$ cat config.mk
export PLATFORM = sky130hd
export DESIGN_NAME = w4a8_lane
export DESIGN_NICKNAME = d
export VERILOG_FILES = /design/src/design/w4a8_pkg.sv /design/src/design/w4a8_lane.sv
export SDC_FILE = /design/constraint.sdc
export NUM_CORES = 1
export LEC_CHECK = 0
export ABC_AREA = 1
export BUFFER_PORTS_ARGS = -buffer_cell sky130_fd_sc_hd__buf_2
export CORE_UTILIZATION = 30
export DETAILED_ROUTE_END_ITERATION = 10
export PLACE_DENSITY_LB_ADDON = 0.15
export SLEW_MARGIN = 30
export SYNTH_ARGS = -nofsm -noshare
export SYNTH_HDL_FRONTEND = slang
export SYNTH_SLANG_ARGS = --single-unit
$ cat constraint.sdc
create_clock -name vclk -period 7.01
set_input_delay 0.701 -clock vclk [all_inputs]
set_output_delay 0.701 -clock vclk [all_outputs]
set_load 0.01 [all_outputs]
$ cat src/design/w4a8_pkg.sv
// Shared types, codes and constants for the W4A8 dot-product accumulator.
package w4a8_pkg;

  localparam int COLUMNS_DEF = 32;
  localparam int LANES       = 8;
  localparam int BYTES       = 4;
  localparam int NIB_W       = 4;
  localparam int NIB_SHIFT   = 4;
  localparam logic [3:0] NIB_MASK = 4'hf;
  localparam int PROD_W      = 12;

  localparam logic [1:0] OP_MAC   = 2'd0;
  localparam logic [1:0] OP_CLOSE = 2'd1;
  localparam logic [1:0] OP_LOAD  = 2'd2;

  localparam logic [31:0] QUIET_BIT   = 32'h0040_0000;
  localparam logic [31:0] DEFAULT_NAN = 32'hFFC0_0000;
  localparam logic [31:0] INF_BITS    = 32'h7F80_0000;

  typedef struct packed {
    logic [1:0]  op;
    logic [4:0]  column;
    logic [31:0] weight_word;
    logic [31:0] act_lo;
    logic [31:0] act_hi;
    logic [31:0] sum_in;
    logic [31:0] scale_in;
    logic [31:0] scale_wgt;
    logic [31:0] load_value;
  } in_word_t;

  typedef struct packed {
    logic [4:0]  out_column;
    logic [31:0] result_value;
  } out_word_t;

  typedef struct packed {
    logic [31:0] acc;
    logic [31:0] sum_in;
    logic [7:0]  zero_point;
    logic [31:0] scale_in;
    logic [31:0] scale_wgt;
    logic [31:0] running;
  } close_req_t;

  typedef struct packed {
    logic [23:0]        sig;
    logic signed [11:0] ex;
  } unp_t;

  typedef enum logic [1:0] {
    TS_IDLE,
    TS_READ,
    TS_CLOSE,
    TS_OUT
  } top_state_t;

  typedef enum logic [3:0] {
    CL_IDLE,
    CL_ZPMUL,
    CL_SUB,
    CL_MSPEC,
    CL_MMUL,
    CL_FSPEC,
    CL_FMUL,
    CL_CLOAD,
    CL_ALIGN,
    CL_ADD,
    CL_NORM,
    CL_DEN,
    CL_RND,
    CL_DONE
  } close_state_t;

  typedef enum logic [2:0] {
    PH_CONV,
    PH_MUL,
    PH_FPROD,
    PH_FP,
    PH_FC,
    PH_FSUM
  } close_phase_t;

endpackage

$ cat src/design/w4a8_lane.sv
// One product lane: unsigned 4-bit weight times signed 8-bit activation.
module w4a8_lane (
  input  logic [3:0]                        wgt_nib,
  input  logic [7:0]                        act,
  output logic signed [w4a8_pkg::PROD_W-1:0] prod
);
  import w4a8_pkg::*;

  logic signed [PROD_W-1:0] w_ext;
  logic signed [PROD_W-1:0] a_ext;

  assign w_ext = $signed({{(PROD_W-NIB_W){1'b0}}, wgt_nib & NIB_MASK});
  assign a_ext = $signed({{(PROD_W-8){act[7]}}, act});
  assign prod  = PROD_W'(w_ext * a_ext);

endmodule

* Word-level counts from Yosys, hierarchy flattened *
Cells that the tools add are included.

word-level totals
  register bits = 0
  input bits = 12
  output and inout bits = 12

cells by class
  multipliers = 1

operators by type and width
  operator                    number
  multiplier 5 x 8 -> 12 bit  1

* Logic depth before layout (Yosys ltp) *
Gate-level depths: netlist of run 1.

  depth after elaboration = 1
  gate-level depth with buffers = 18
  depth with buffers taken out = 17

* Worst setup path after synthesis of run 1 *
No wires, ideal clock.

  path type = input to output
  start point = in wgt_nib[2]
  end point = out prod[11] (netlist bit)
  arrival time = 3.293 ns
  data required time = 6.309 ns
  slack = 3.016 ns
  stages = 18
  cell sequence = clkbuf_1 > nand2_1 > inv_1 > ha_1 > fa_1 > inv_1 > fa_1 > inv_1 > ha_1 > nand2_1 > inv_2 > nand2_1 > nand2_1 > nand2_1 > nand2_1 > nor2_1 > nand2_1 > nand2_1

between the ends
  word-level cells in the longest chain between the ends = 1

ends and longest elaborated chain
  what                        line             text
  from (decl)                 w4a8_lane.sv:3   input logic [3:0] wgt_nib,
  multiplier 5 x 8 -> 12 bit  w4a8_lane.sv:14  assign prod = PROD_W'(w_ext * a_ext);
  to (decl)                   w4a8_lane.sv:5   output logic signed [w4a8_pkg::PROD_W-1:0] prod

Every way passes these cells.

* Worst setup path in the final report of run 1 *
Same ends and word-level chain as after synthesis.

==> results of run 1 <==
==> metal layers <==
metal  vias up  part of all wire  routed length [um]
met1       490              0.56                1450
met5         -                 0                   0
li1        660                 -                   -
met3         0             0.019                  48
met2        11              0.42                1080
met4         0                 0                   0
==> how the worst max path moves through the flow <==
stage | from | to | slack [ns] | cells past startpoint
CTS | wgt_nib[2] | prod[11] | 2.79 | 19
global placement | wgt_nib[3] | prod[11] | 2.81 | 19
floorplan | wgt_nib[2] | prod[11] | 3.02 | 18
detailed placement | wgt_nib[2] | prod[11] | 2.79 | 19
finish | wgt_nib[2] | prod[11] | 2.83 | 19
global route | wgt_nib[2] | prod[11] | 2.62 | 19
==> cells in the mapped netlist <==
library cell and number:
xnor2_1 1, a21o_1 1, inv_1 68, clkinv_1 1, nand3_1 14, a21boi_1 1
clkbuf_1 2, a21oi_1 5, inv_2 3, fa_1 16, ha_1 21, nand2_2 3
nand4_1 1, nor2_1 5, buf_6 2, nand3_2 2, nand2_1 65, xor2_1 5
==> kinds of logic (layout without fill, tap and decap cells) <==
kind of cell / count (synthesis) / count (layout)
simple gates: 90 / 90
buf+inv: 76 / 96
compound gates: 7 / 7
fa+ha+maj: 37 / 37
xor+xnor: 6 / 6
==> power by group through the flow <==
stage / registers, W / logic [W] / clock network [W]
4_1_cts: 0 / 0.000206 / 0
3_5_place_dp: 0 / 0.000204 / 0
3_3_place_gp: 0 / 0.000205 / 0
5_1_grt: 0 / 0.000238 / 0
6_report: 0 / 0.000200 / 0
2_1_floorplan: 0 / 0.000149 / 0
==> cell usage in the layout (no fill, tap or decap), drive strengths merged <==
cell     n
buf     24
fa      16
nand3   16
a21o     1
inv     71
a21oi    5
clkinv   1
xor2     5
a21boi   1
nand2   68
nand4    1
ha      21
nor2     5
xnor2    1
==> critical path, cell delays in order <==
cell and delay (ns):
buf_2 0.15, nand2_1 0.07, inv_1 0.04, ha_1 0.30, fa_1 0.54, inv_1 0.05, fa_1 0.52, inv_1 0.04
ha_1 0.35, nand2_1 0.09, nand2_1 0.09, inv_1 0.06, nand2_1 0.05, nand2_1 0.07, nand2_1 0.05, nor2_1 0.08
nand2_1 0.05, nand2_1 0.05, buf_2 0.12
==> metrics by stage <==
stage / util / power [W]
4_1_cts: 0.347 / 0.000206
3_5_place_dp: 0.347 / 0.000204
3_3_place_gp: 0.347 / 0.000205
6_report: 0.347 / 0.000200
5_1_grt: 0.347 / 0.000238
2_1_floorplan: - / 0.000149
==> area by class of cell <==
cell class	count	area share
Inverter	72	0.179
Multi-Input combinational cell	140	0.698
Tap cell	52	0.0431
Timing Repair Buffer	24	0.0796
==> flow_summary.json, run 1 <==
{
  "cts_hold_buffers": 0,
  "rows": 24,
  "dp_hpwl_um": 2360,
  "seqCellArea_sq_um": 0,
  "fin_area_sq_mm": 0.00151,
  "nets": 287,
  "worstHoldEndpoint": "prod[0]",
  "ir_drop_mv": 0.0330,
  "via_count": 1161,
  "synth_fp_nets": 265,
  "antenna_cells": 0,
  "pin_count": 24,
  "dp_slack_ns": 2.79,
  "slew_headroom": 0.851,
  "ant_nets": 0,
  "maxSlewViolCount": 0,
  "drive_gt1_frac": 0.136,
  "finalSetupViolCount": 0,
  "holdWs_ns": 1.71,
  "arrival_ns": 3.48,
  "route.detailed.drc": 0,
  "path_max_fanout": 8,
  "io_buffers": 24,
  "synthXorXnorAreaFrac": 0.0388,
  "end_kind": "primary output",
  "fin_crit_ns": 4.18,
  "gp_congestion": 0.765,
  "required_ns": 6.31,
  "ys_seq_area_frac": 0,
  "clkbuf_count": 0,
  "dr.first_iter.drc_count": 41,
  "pwr-share-comb": 1.000,
  "synth-simple-area-share": 0.279,
  "synth_warnings": 0,
  "synth_top_area_cell": "fa_1",
  "synthTopCellsByArea": "fa_1 24%, ha_1 19%, inv_1 19%",
  "synth_area_sq_mm": 0.00135,
  "synth_top_area_frac": 0.237,
  "die-area_sq_mm": 0.00479,
  "tightest_slew_ns": 0.223,
  "outcome": "completed",
  "multiInputGateArea_sq_mm": 0.00105,
  "grt-busiest-layer": "met2",
  "fin_cells": 288,
  "fmax_mhz": 239,
  "finalCritPeriodShare": 0.596,
  "drtPass1Iterations": 4,
  "routedWlPerCell_um": 8.94,
  "start_util": 0.311,
  "power_frac_clock": 0,
  "post_cts_resized": 0,
  "n_sequential_cell": 0,
  "netlist_instances": 216,
  "max-cap-violations": 0,
  "dp_cells": 288,
  "synth_top_family_by_area": "adder cells",
  "vias_per_cell": 4.03,
  "hold_depth": 4,
  "grt_pass1_vias": 1149,
  "die_w_um": 69.2,
  "cellLeakagePower_nw": 1.11,
  "hold_path.startpoint": "act[0]",
  "p_sw_w": 0.000120,
  "syn_to_final_growth_pct": 11.5,
  "cts_setup_buffers": 0,
  "powerDensity_mw_per_mm2": 133,
  "yosysUniqueCellTypes": 18,
  "switching_share": 0.598,
  "place_area_sq_mm": 0.00151,
  "routed_wirelength_um": 2580,
  "die_height_um": 69.2,
  "seq_power_share": 0,
  "hold_class": "in -> out",
  "synthAdderAreaFrac": 0.431,
  "avgSynthCellArea_sq_um": 6.27,
  "start_kind": "input port",
  "worst_slack_ns": 2.83,
  "synth_compound_area_frac": 0.0296,
  "tns_ns": 0,
  "fp.coreArea_sq_mm": 0.00435,
  "overflow": 0,
  "grt_util_met3": 0.00291,
  "critPathKind": "in -> out",
  "grtUsageMet1": 0.180,
  "finalHoldViolCount": 0,
  "p_int_w": 0.0000804,
  "antenna_found_initial": 0,
  "synth_mux_area_frac": 0,
  "fillCellCount": 509,
  "grt_max_degree": 9,
  "globalRouteTotalUtil": 0.119,
  "grt_first_pass_wirelength_um": 4940,
  "use_met2": 0.201,
  "rsz0062_at_grt": "false"
}
No activity file was read; power rests on OpenSTA's default activity.
==> run 2, diff against run 1 <==
==> constraint.sdc (replaced) <==
create_clock -name vclk -period 4
set_input_delay 0.4 -clock vclk [all_inputs]
set_output_delay 0.4 -clock vclk [all_outputs]
set_load 0.01 [all_outputs]
==> flow_summary.json, run 2 (same netlist as run 1, synthesis figures left out) <==
{
  "multiInputGateArea_sq_mm": 0.00105,
  "globalRouteTotalUtil": 0.125,
  "holdWs_ns": 1.11,
  "final_cell_mix": "68 x inv_1, 65 x nand2_1, 24 x buf_2",
  "io_buffers": 24,
  "via_count": 1187,
  "cellLeakagePower_nw": 1.11,
  "critPathCapture": "prod[11]",
  "fin_crit_ns": 3.57,
  "cts_hold_buffers": 0,
  "crit_path_top_delay_cell": "fa_1",
  "slew_headroom": 0.853,
  "die_height_um": 69.2,
  "routed_wirelength_um": 2630,
  "route.detailed.drc": 0,
  "final_common_cell": "inv_1",
  "antenna_found_initial": 0,
  "pin_count": 24,
  "ant_nets": 0,
  "drive_gt1_frac": 0.136,
  "outcome": "completed",
  "antenna_cells": 0,
  "finalCritPeriodShare": 0.892,
  "fillCellCount": 484,
  "end_kind": "primary output",
  "arrival_ns": 3.17,
  "cp_top_family": "adder cells",
  "nets": 287,
  "crit_cells": 19,
  "finalHoldViolCount": 0,
  "dp_hpwl_um": 2380,
  "crit_start": "wgt_nib[2]",
  "start_kind": "input port",
  "rows": 24,
  "start_util": 0.311,
  "tns_ns": 0,
  "grt_first_pass_wirelength_um": 5230,
  "path_cells": "buf_2 -> nand2_1 -> inv_1 -> ha_1 -> fa_1 -> inv_1 -> fa_1 -> inv_1 -> ha_1 -> nand2_1 -> nand2_1 -> inv_1 -> nand2_1 -> nand2_1 -> nand2_1 -> nor2_1 -> nand2_1 -> nand2_1 -> buf_2",
  "drtPass1Iterations": 4,
  "worst-path-buf-inv": 6,
  "powerDensity_mw_per_mm2": 234,
  "cts_setup_buffers": 0,
  "clkbuf_count": 0,
  "die-area_sq_mm": 0.00479,
  "syn_to_final_growth_pct": 11.5,
  "overflow": 0,
  "fmax_mhz": 280,
  "vias_per_cell": 4.12,
  "critPathMostFrequentCell": "nand2_1",
  "ir_drop_mv": 0.0690,
  "final_core_util": 0.347,
  "tightest_slew_ns": 0.220,
  "hold_class": "in -> out",
  "max-cap-violations": 0,
  "critPathKind": "in -> out",
  "maxSlewViolCount": 0,
  "gp_congestion": 0.768,
  "path_max_fanout": 8,
  "grt_max_degree": 9,
  "post_cts_resized": 0,
  "place_area_sq_mm": 0.00151,
  "fin_area_sq_mm": 0.00151,
  "seqCellArea_sq_um": 0,
  "power.total_w": 0.000353,
  "finalSetupViolCount": 0,
  "rsz0062_at_grt": "false",
  "required_ns": 3.60,
  "routedWlPerCell_um": 9.14,
  "dr.first_iter.drc_count": 39,
  "max_stage_delay_ns": 0.53,
  "n_sequential_cell": 0,
  "fp.coreArea_sq_mm": 0.00435,
  "grt_pass1_vias": 1175,
  "die_w_um": 69.2
}
-- run 2: cell counts in the layout (fill, tap and decap cells not counted) --
Identical to the previous run, type by type.
-- run 2: metal layers --
metal  vias up  GRT usage  part of all wire
met5         -          0                 0
met4         0          0                 0
met3         0    0.00291             0.017
met2        13      0.203              0.42
met1       515      0.196              0.56
li1        659          -                 -
-- run 2: how the worst min path moves through the flow --
stage	start	to	cells past startpoint
after global placement	act[0]	prod[0]	4
after floorplan	act[0]	prod[0]	2
after global routing	act[0]	prod[0]	4
after CTS	act[0]	prod[0]	4
final	act[0]	prod[0]	4
after detailed placement	act[0]	prod[0]	4
-- run 2: area by class of cell --
| cell class | instances | area share |
|---|---|---|
| inverters | 72 | 0.179 |
| well taps | 52 | 0.0431 |
| repair buffers | 24 | 0.0796 |
| multi-input cells | 140 | 0.698 |
-- run 2: power breakdown --
| part | leakage, nW | internal [W] | switching (W) |
|---|---|---|---|
| Combinational | 1.11 | 0.000141 | 0.000212 |
| Clock | 0 | 0 | 0 |
| Sequential | 0 | 0 | 0 |
| Total | 1.11 | 0.000141 | 0.000212 |
-- run 2: metrics by stage --
step | instances | worst slack, ns
2_1_floorplan | 216 | 0.608
3_3_place_gp | 288 | 0.397
3_5_place_dp | 288 | 0.412
4_1_cts | 288 | 0.406
5_1_grt | 288 | 0.202
6_report | 288 | 0.433
