**config.mk**
```make
export PLATFORM = sky130hd
export DESIGN_NAME = w4a8_merge
export DESIGN_NICKNAME = d
export VERILOG_FILES = /design/src/design/w4a8_pkg.sv /design/src/design/w4a8_merge.sv
export SDC_FILE = /design/constraint.sdc
export NUM_CORES = 1
export LEC_CHECK = 0
export BUFFER_PORTS_ARGS = -buffer_cell sky130_fd_sc_hd__buf_2
export CORE_MARGIN = 10
export CORE_UTILIZATION = 48
export DETAILED_ROUTE_END_ITERATION = 8
export GPL_TIMING_DRIVEN = 0
export PLACE_DENSITY_LB_ADDON = 0.3
export REMOVE_ABC_BUFFERS = 1
export SYNTH_ARGS = -nofsm -noshare
export SYNTH_HDL_FRONTEND = slang
export SYNTH_SLANG_ARGS = --single-unit
```
**constraint.sdc**
```tcl
create_clock -name vclk -period 6.35
set_clock_uncertainty 0.15 [all_clocks]
set_input_delay 0.3175 -clock vclk [all_inputs]
set_output_delay 0.3175 -clock vclk [all_outputs]
set_load 0.02 [all_outputs]
```
**src/design/w4a8_pkg.sv**
```systemverilog
// Shared types, codes and constants for the W4A8 dot-product accumulator.
package w4a8_pkg;

  localparam int COLUMNS_DEF = 32;
  localparam int LANES       = 8;
  localparam int BYTES       = 4;
  localparam int NIB_W       = 4;
  localparam int NIB_SHIFT   = 4;
  localparam logic [3:0] NIB_MASK = 4'hf;
  localparam int PROD_W      = 12;

  localparam logic [1:0] OP_MAC   = 2'd0;
  localparam logic [1:0] OP_CLOSE = 2'd1;
  localparam logic [1:0] OP_LOAD  = 2'd2;

  localparam logic [31:0] QUIET_BIT   = 32'h0040_0000;
  localparam logic [31:0] DEFAULT_NAN = 32'hFFC0_0000;
  localparam logic [31:0] INF_BITS    = 32'h7F80_0000;

  typedef struct packed {
    logic [1:0]  op;
    logic [4:0]  column;
    logic [31:0] weight_word;
    logic [31:0] act_lo;
    logic [31:0] act_hi;
    logic [31:0] sum_in;
    logic [31:0] scale_in;
    logic [31:0] scale_wgt;
    logic [31:0] load_value;
  } in_word_t;

  typedef struct packed {
    logic [4:0]  out_column;
    logic [31:0] result_value;
  } out_word_t;

  typedef struct packed {
    logic [31:0] acc;
    logic [31:0] sum_in;
    logic [7:0]  zero_point;
    logic [31:0] scale_in;
    logic [31:0] scale_wgt;
    logic [31:0] running;
  } close_req_t;

  typedef struct packed {
    logic [23:0]        sig;
    logic signed [11:0] ex;
  } unp_t;

  typedef enum logic [1:0] {
    TS_IDLE,
    TS_READ,
    TS_CLOSE,
    TS_OUT
  } top_state_t;

  typedef enum logic [3:0] {
    CL_IDLE,
    CL_ZPMUL,
    CL_SUB,
    CL_MSPEC,
    CL_MMUL,
    CL_FSPEC,
    CL_FMUL,
    CL_CLOAD,
    CL_ALIGN,
    CL_ADD,
    CL_NORM,
    CL_DEN,
    CL_RND,
    CL_DONE
  } close_state_t;

  typedef enum logic [2:0] {
    PH_CONV,
    PH_MUL,
    PH_FPROD,
    PH_FP,
    PH_FC,
    PH_FSUM
  } close_phase_t;

endpackage

```
**src/design/w4a8_merge.sv**
```systemverilog
// Merge stage: sums the lane products into the column accumulator.
module w4a8_merge (
  input  logic signed [w4a8_pkg::PROD_W-1:0] prods [w4a8_pkg::LANES],
  input  logic [31:0]                        acc,
  output logic [31:0]                        acc_sum
);
  import w4a8_pkg::*;

  localparam int SUM_W = PROD_W + $clog2(LANES);

  logic signed [SUM_W-1:0] pair [LANES/2];
  logic signed [SUM_W-1:0] quad [LANES/4];
  logic signed [SUM_W-1:0] total;

  always_comb begin
    for (int i = 0; i < LANES/2; i++) begin
      pair[i] = SUM_W'(prods[2*i]) + SUM_W'(prods[2*i+1]);
    end
    for (int i = 0; i < LANES/4; i++) begin
      quad[i] = pair[2*i] + pair[2*i+1];
    end
    total = quad[0] + quad[1];
  end

  // wraps modulo 2^32
  assign acc_sum = acc + 32'(total);

endmodule

```
Yosys cells after proc, flatten, opt, wreduce, memory -nomap -nowiden
Cells that the tools add are included.

Register bits: 0. Input bits: 128. Output and inout port bits: 32. Logic and storage cells: 8.

$add $sub $neg: 8.

Operator list (count): adder 12 x 12 -> 13 bit (4); adder 32 bit (1); adder 13 x 13 -> 14 bit (2); adder 14 x 14 -> 15 bit (1).

Longest topological paths before layout
Gate-level depths: netlist of run 1.

Word-level depth: 4. Gate-level depth with buffers: 25. Depth with buffers taken out: 25.

Least setup slack after synthesis of run 1
No wires, ideal clock.

Path kind: input-to-output. Start point: input prods[2] (netlist bit). End point: output acc_sum[26]. Arrival time: 6436 ps. Required time: 5883 ps. Slack: -554 ps. Stages on the path: 24. Buffers on the path: 1. Cells stage by stage: inv_1 fa_1 inv_1 fa_1 fa_1 inv_1 fa_1 inv_1 ha_1 fa_1 nand3_1 a211oi_1 or4_1 a21oi_2 xnor2_1 ha_1 clkbuf_1 a21oi_1 o21ai_0 a211oi_1 o31ai_1 a31oi_1 o21ai_0 xor2_1.

Cells in the longest elaborated chain, start to end: 4.

RTL lines: from (decl) (RTL line w4a8_merge.sv:3) `input logic signed [w4a8_pkg::PROD_W-1:0] prods [w4a8_pkg::LANES],`; adder 12 x 12 -> 13 bit (RTL line w4a8_merge.sv:17) `pair[i] = SUM_W'(prods[2*i]) + SUM_W'(prods[2*i+1]);`; adder 13 x 13 -> 14 bit (RTL line w4a8_merge.sv:20) `quad[i] = pair[2*i] + pair[2*i+1];`; adder 14 x 14 -> 15 bit (RTL line w4a8_merge.sv:22) `total = quad[0] + quad[1];`; adder 32 bit (RTL line w4a8_merge.sv:26) `assign acc_sum = acc + 32'(total);`; to (decl) (RTL line w4a8_merge.sv:5) `output logic [31:0] acc_sum`.

No other way between the ends.

Final worst setup path of run 1
Start point: input prods[62] (netlist bit). End point: output acc_sum[25].

Same word-level chain as after synthesis.

==> flow_summary.json, run 1 <==
{
  "regArea_um2": 0,
  "grt_overflow": 0,
  "cp_max_fo": 7,
  "vias": 4254,
  "dp_slack_ps": -805,
  "critPathArrivalTime_ps": 6140,
  "antenna_found_initial": 1,
  "grt_pass1_vias": 4518,
  "syn_to_final_growth_pct": 41.4,
  "grt_max_degree": 9,
  "max_freq_mhz": 151,
  "hp-class": "in -> out",
  "rows": 34,
  "seq_cell_count": 0,
  "tightest_slew_ps": 501,
  "critical_path_class": "in -> out",
  "synth_warnings": 0,
  "drc": 0,
  "hold_buffers": 0,
  "status": "finished with violations",
  "yosys.area.top_type": "fa_1",
  "ys_seq_area_share_pct": 0,
  "timing.hold.ws_ps": 838,
  "first_iter_violations": 146,
  "synth_cell_types": 42,
  "relSlewSlack_pct": 66.3,
  "min_period_over_period_pct": 104,
  "dr.pass1.iters": 5,
  "violations": "negative setup slack",
  "place_area_mm2": 0.00519,
  "diodes": 0,
  "globalplace.congestion": 0.851,
  "synth_cells": 535,
  "netlist_area_mm2": 0.00425,
  "clkbuf_count": 0,
  "die_area_mm2": 0.0130,
  "multi_input_area_mm2": 0.00407,
  "yosys-top-cells-area": "fa_1 (36%), inv_1 (17%), ha_1 (14%), xnor2_1 (5.6%), a21oi_1 (4.6%)",
  "nets": 973,
  "cp.required_ps": 5880,
  "setup_slack_ps": -259,
  "endpoint_kind": "primary output",
  "fp.dieH_um": 114,
  "post-dp-hpwl_mm": 9.91,
  "finalWirelength_mm": 12.6,
  "rsz0062_at_grt": "yes",
  "routed_via_density": 5.15,
  "fp.dieW_um": 114,
  "pin_count": 160,
  "startpoint_type": "primary input",
  "start_util_pct": 48.9,
  "route.antenna.remaining_nets": 0,
  "wl_per_cell_um": 15.2,
  "drive_gt1_share_pct": 39.8,
  "yosysTopAreaCellShare_pct": 35.8,
  "grt_first_pass_wirelength_mm": 19.5,
  "coreArea_mm2": 0.00868,
  "grt_use_total_pct": 17.3,
  "numPortBuffers": 160,
  "period_needed_ps": 6610,
  "maxCapViolCount": 0,
  "hold_viol": 0,
  "final_max_slew_viol_count": 0,
  "setup_viol": 12,
  "syn_area_per_cell_um2": 7.94,
  "nFillCells": 702,
  "final_cell_area_mm2": 0.00600
}
[per-stage QoR]
| step | TNS, ps | cells | util (%) |
|---|---|---|---|
| 6_report | -1570 | 826 | 69.2 |
| 3_5_place_dp | -7920 | 800 | 59.8 |
| 2_1_floorplan | -3990 | 531 | - |
| 3_3_place_gp | -17760 | 799 | 59.5 |
| 4_1_cts | -594 | 814 | 65.2 |
| 5_1_grt | -4160 | 826 | 69.2 |
[cell usage after synthesis, drive strengths merged, types with 2 or more instances]
master / count
fa: 76
xnor2: 27
clkbuf: 4
nand4: 6
nor2: 13
inv: 187
a21o: 17
xor2: 18
nand3: 8
a31o: 2
or2: 2
nor3: 3
o21ai: 22
a31oi: 5
a21boi: 2
a311oi: 2
nand2: 20
o21bai: 7
ha: 49
a211oi: 4
and2: 3
o21a: 3
a21oi: 41
[cell families after synthesis]
family	share of synthesized area [%]
AOI/OAI and AO/OA	16.7
xor gates and xnor gates	9.28
adders and majority gates	50.3
buffers and inverters	16.9
and+or+nand+nor	6.84
[cell usage in the layout (no fill, tap or decap), types with 2 or more instances in the layout]
| cell | synthesis | routed |
|---|---|---|
| xnor2_1 | 27 | 25 |
| nand3_2 | 0 | 2 |
| inv_1 | 187 | 178 |
| nand4_1 | 6 | 6 |
| ha_4 | 0 | 17 |
| a21oi_2 | 2 | 19 |
| a311oi_2 | 0 | 2 |
| nand3_1 | 8 | 6 |
| nor3_2 | 0 | 2 |
| inv_2 | 0 | 9 |
| o21bai_1 | 7 | 7 |
| buf_2 | 0 | 144 |
| nand2_4 | 0 | 2 |
| buf_8 | 0 | 2 |
| a31oi_2 | 0 | 2 |
| o21ai_0 | 21 | 10 |
| a21oi_4 | 0 | 4 |
| a31oi_1 | 5 | 3 |
| xor2_1 | 18 | 18 |
| nor2_2 | 0 | 2 |
| buf_4 | 0 | 36 |
| buf_6 | 0 | 4 |
| a31o_2 | 2 | 2 |
| o21ai_1 | 1 | 4 |
| o21ai_2 | 0 | 8 |
| ha_2 | 0 | 4 |
| nor2_1 | 13 | 11 |
| nand2_1 | 20 | 17 |
| fa_1 | 76 | 75 |
| o21a_1 | 3 | 3 |
| ha_1 | 49 | 28 |
| a21oi_1 | 39 | 18 |
| a211oi_2 | 0 | 3 |
| a21o_1 | 17 | 17 |
[final timing paths]
| check | startpoint | depth (start not counted) | slack [ps] | end |
|---|---|---|---|---|
| max | prods[62] | 26 | -260 | acc_sum[25] |
| min | acc[0] | 3 | 840 | acc_sum[0] |
[per-layer routing]
metal	routed length [um]	GRT usage, %	up-vias
met4	302	1.17	2
li1	-	-	2005
met2	6510	33.4	190
met1	4770	19.9	2023
met3	969	3.41	34
met5	13	0	-
[cell type report]
cell class,instances,share of cell area (%)
inverter,187,11.7
multi-input combinational,344,67.9
timing repair buffer,187,18.2
tap,108,2.25
[what timing repair did]
item,4_1_cts,5_1_grt
hold endpoints to repair,0,0
setup buffers,13,12
resized for setup,75,66
endpoints found under the setup margin,16,17
gates cloned,1,0
pin swaps,39,27
[critical path, stage by stage]
cell,delay [ps]
buf_6,70
inv_2,30
fa_1,540
inv_2,40
fa_1,510
fa_1,490
inv_1,50
fa_1,500
inv_2,50
ha_4,160
fa_2,370
nand3_2,90
a211oi_2,70
or4_4,550
a21oi_4,220
xnor2_4,120
buf_8,180
ha_4,340
nand2_1,180
o21ai_0,460
nand2b_1,130
nand3_1,110
a21oi_2,60
o21bai_1,180
xor2_1,160
buf_4,170
Power of run 1 is left out: the tool's default activity adds up to more than one toggle a clock period on the data nets, which glitch-free logic cannot reach.
==> run 2, diff against run 1 <==
- BUFFER_PORTS_ARGS: -buffer_cell sky130_fd_sc_hd__buf_2 -> -buffer_cell sky130_fd_sc_hd__buf_4
==> run 2 against run 1 <==
- the flow still finishes with violations (negative setup slack)
- sequential share of layout area did not move
- core utilization rose by 5.4 points
- fmax fell by 0.54%
- design area rose by 7.8%
- critical endpoint is now acc_sum[30]
- via count rose by 0.31%
- global-route usage barely moved
- count of clock-buffer cells in the layout did not move
- first-iteration DRC count rose by 45%
- worst setup slack got worse by 36 ps
==> flow_summary.json, run 2 (synthesis gave the netlist of run 1 again) <==
{
  "status": "finished with violations",
  "violations": "negative setup slack",
  "nets": 979,
  "grt_first_pass_wirelength_mm": 19.6,
  "max_freq_mhz": 150,
  "pin_count": 160,
  "antenna_found_initial": 0,
  "vias": 4267,
  "period_needed_ps": 6640,
  "setup_slack_ps": -295,
  "maxCapViolCount": 0,
  "nFillCells": 623,
  "fp.dieW_um": 114,
  "post-dp-hpwl_mm": 9.98,
  "rsz0062_at_grt": "yes",
  "dp_slack_ps": -691,
  "critPathBufInv": 9,
  "critPathArrivalTime_ps": 6180,
  "drive_gt1_share_pct": 39.8,
  "start_util_pct": 48.9,
  "grt_use_total_pct": 17.4,
  "route.antenna.remaining_nets": 0,
  "layout_common_cells": "buf_4 (181), inv_1 (179), fa_1 (75), ha_1 (28), xnor2_1 (23)",
  "hold_buffers": 0,
  "slowest_delay_ps": 540,
  "regArea_um2": 0,
  "grt_max_degree": 10,
  "globalplace.congestion": 0.865,
  "routed_via_density": 5.13,
  "first_iter_violations": 212,
  "setup_viol": 14,
  "rows": 34,
  "critPathSlowestCell": "fa_1",
  "cp_max_fo": 6,
  "grt_overflow": 0,
  "hp-class": "in -> out",
  "multi_input_area_mm2": 0.00410,
  "dr.pass1.iters": 5,
  "coreArea_mm2": 0.00868,
  "critical_path_class": "in -> out",
  "critical-path-top-delay-family": "adder cells",
  "grt_pass1_vias": 4556,
  "diodes": 0,
  "tightest_slew_ps": 509,
  "die_area_mm2": 0.0130,
  "finalWirelength_mm": 13.0,
  "relSlewSlack_pct": 65.8,
  "hold_viol": 0,
  "endpoint_kind": "primary output",
  "mostFrequentLayoutCell": "buf_4",
  "clkbuf_count": 0,
  "numPortBuffers": 160,
  "seq_cell_count": 0,
  "cp.required_ps": 5880,
  "final_max_slew_viol_count": 0,
  "fp.dieH_um": 114,
  "startpoint_type": "primary input",
  "drc": 0,
  "crit_top_cell": "fa_1",
  "min_period_over_period_pct": 105,
  "wl_per_cell_um": 15.6,
  "syn_to_final_growth_pct": 52.4
}
run 2: tightest hold or removal path: cells and delay by family:
kind	cells	cell delay, ps
adder cells (fa/ha/maj)	1	120
buffers and inverters	2	220
run 2: stage by stage:
stage	hold WS, ps	instance area [um2]	util (%)	instances	TNS [ps]
after CTS	826	6040	69.6	816	-1300
after global placement	819	5570	64.1	799	-18110
after detailed placement	820	5590	64.4	800	-7300
final	824	6470	74.6	832	-2360
after floorplan	695	4230	-	531	-3990
after global routing	844	6470	74.6	832	-5550
run 2: final cells by class:
| cell class | instances | area share (%) |
|---|---|---|
| Timing Repair Buffer | 193 | 23.7 |
| Inverter | 187 | 10.9 |
| Tap cell | 108 | 2.09 |
| Multi-Input combinational cell | 344 | 63.3 |
run 2: repair_timing:
item,CTS,global route
endpoints found under the setup margin,16,18
resized for setup,64,69
setup buffers,15,16
pin swaps,48,49
gates cloned,1,0
hold endpoints to repair,0,0
run 2: routing by layer:
layer,share of wire (%),GRT usage (%)
met5,0,0
met4,3.3,2.76
met1,39,19.4
met2,51,33.1
met3,7.2,3.88
run 2: final timing paths:
| check | from | slack, ps | endpoint | cells past startpoint |
|---|---|---|---|---|
| worst min-delay path | acc[0] | 820 | acc_sum[0] | 3 |
| worst max-delay path | prods[26] | -290 | acc_sum[30] | 28 |
Power of run 2 is left out for the same reason.
==> run 3, diff against run 2 <==
- clock period: 6.35 -> 6.11 ns (I/O delays scaled with it)
==> run 3 against run 2 <==
- the flow still finishes with violations (negative setup slack)
- final cell count increased by 0.36%
- critical endpoint unchanged
- count of clock-buffer cells in the layout unchanged
- sequential share of layout area is the same
- non-clock buffer count rose by 3
- worst setup slack got worse by 210 ps
- design area up 0.79%
- die area unchanged
- core utilization rose by 0.59 points
- global-route usage is 0.14 points higher
==> flow_summary.json, run 3 (synthesis gave the netlist of run 1 again) <==
{
  "status": "finished with violations",
  "violations": "negative setup slack",
  "fp.dieW_um": 114,
  "grt_pass1_vias": 4578,
  "crit_top_cell": "fa_1",
  "regArea_um2": 0,
  "diodes": 0,
  "rows": 34,
  "slowest_delay_ps": 540,
  "die_area_mm2": 0.0130,
  "cp-startpoint": "prods[26]",
  "relSlewSlack_pct": 69.4,
  "vias": 4269,
  "startpoint_type": "primary input",
  "final_cell_area_mm2": 0.00652,
  "rsz0062_at_grt": "yes",
  "nFillCells": 623,
  "grt_max_degree": 10,
  "final_max_slew_viol_count": 0,
  "start_util_pct": 48.9,
  "grt_overflow": 0,
  "numPortBuffers": 160,
  "layout_common_cells": "buf_4 (182), inv_1 (179), fa_1 (75), ha_1 (27), xnor2_1 (23)",
  "mostFrequentLayoutCell": "buf_4",
  "max_freq_mhz": 151,
  "drc": 0,
  "antenna_found_initial": 0,
  "finalWirelength_mm": 13.2,
  "routed_via_density": 5.11,
  "drive_gt1_share_pct": 40.7,
  "grt_first_pass_wirelength_mm": 19.8,
  "grt_use_total_pct": 17.5,
  "clkbuf_count": 0,
  "period_needed_ps": 6620,
  "dr.pass1.iters": 4,
  "min_period_over_period_pct": 108,
  "tightest_slew_ps": 455,
  "coreArea_mm2": 0.00868,
  "globalplace.congestion": 0.865,
  "nets": 982,
  "hold_viol": 0,
  "fp.dieH_um": 114,
  "cp_max_fo": 9,
  "hp-class": "in -> out",
  "syn_to_final_growth_pct": 53.6,
  "critical_path_class": "in -> out",
  "seq_cell_count": 0,
  "critPathArrivalTime_ps": 6160,
  "setup_slack_ps": -510,
  "setup_viol": 15,
  "endpoint_kind": "primary output",
  "post-dp-hpwl_mm": 9.98,
  "cp.required_ps": 5650,
  "route.antenna.remaining_nets": 0,
  "place_area_mm2": 0.00559,
  "wl_per_cell_um": 15.8,
  "critPathSlowestCell": "fa_1",
  "first_iter_violations": 210,
  "pin_count": 160,
  "maxCapViolCount": 0,
  "holdCritStartpoint": "acc[0]"
}
-- run 3: cell count changes in the layout (fill, tap and decap cells not counted), moves of 2 or more --
cell / change
a21oi_2: +2
buf_6: +3
o21ai_0: -2
o21ai_2: +3
-- run 3: through the flow --
stage	setup TNS, ps	setup slack [ps]	hold slack [ps]	utilization (%)	instances
2_1_floorplan	-7200	-709	671	-	531
3_3_place_gp	-22100	-1570	795	64.1	799
3_5_place_dp	-10980	-907	796	64.4	800
4_1_cts	-4320	-366	802	70.3	820
5_1_grt	-9700	-765	820	75.1	835
6_report	-6040	-510	800	75.1	835
-- run 3: worst max-delay path, delay by kind of cell --
family                     cells  cell delay (ps)
AOI/OAI and AO/OA              8             1300
xor gates and xnor gates       2              330
adders and majority gates      7             2860
buffers and inverters          8              740
and+or+nand+nor                2              630
-- run 3: repair_timing --
item	in CTS	in global routing
pin swaps	53	51
buffers inserted	19	15
endpoints found under the setup margin	18	20
cloned	1	0
gates resized for setup	70	72
hold buffers	0	0
-- run 3: metal layers --
layer  wire [um]  global-route usage, %
met2        6790                   33.6
met4         363                   2.59
met1        5040                   19.5
met5           0                      0
met3         957                   3.83
-- run 3: area by class of cell --
| class | count | area [um2] | area share [%] |
|---|---|---|---|
| Timing Repair Buffer | 196 | 1560 | 23.9 |
| Tap cell | 108 | 135 | 2.07 |
| Multi-Input combinational cell | 344 | 4120 | 63.2 |
| Inverter | 187 | 704 | 10.8 |
-- run 3: worst paths after layout --
check	end	slack, ps	cells after the start
setup / recovery	acc_sum[30]	-510	27
hold / removal	acc_sum[0]	800	3
Power of run 3 is left out for the same reason.
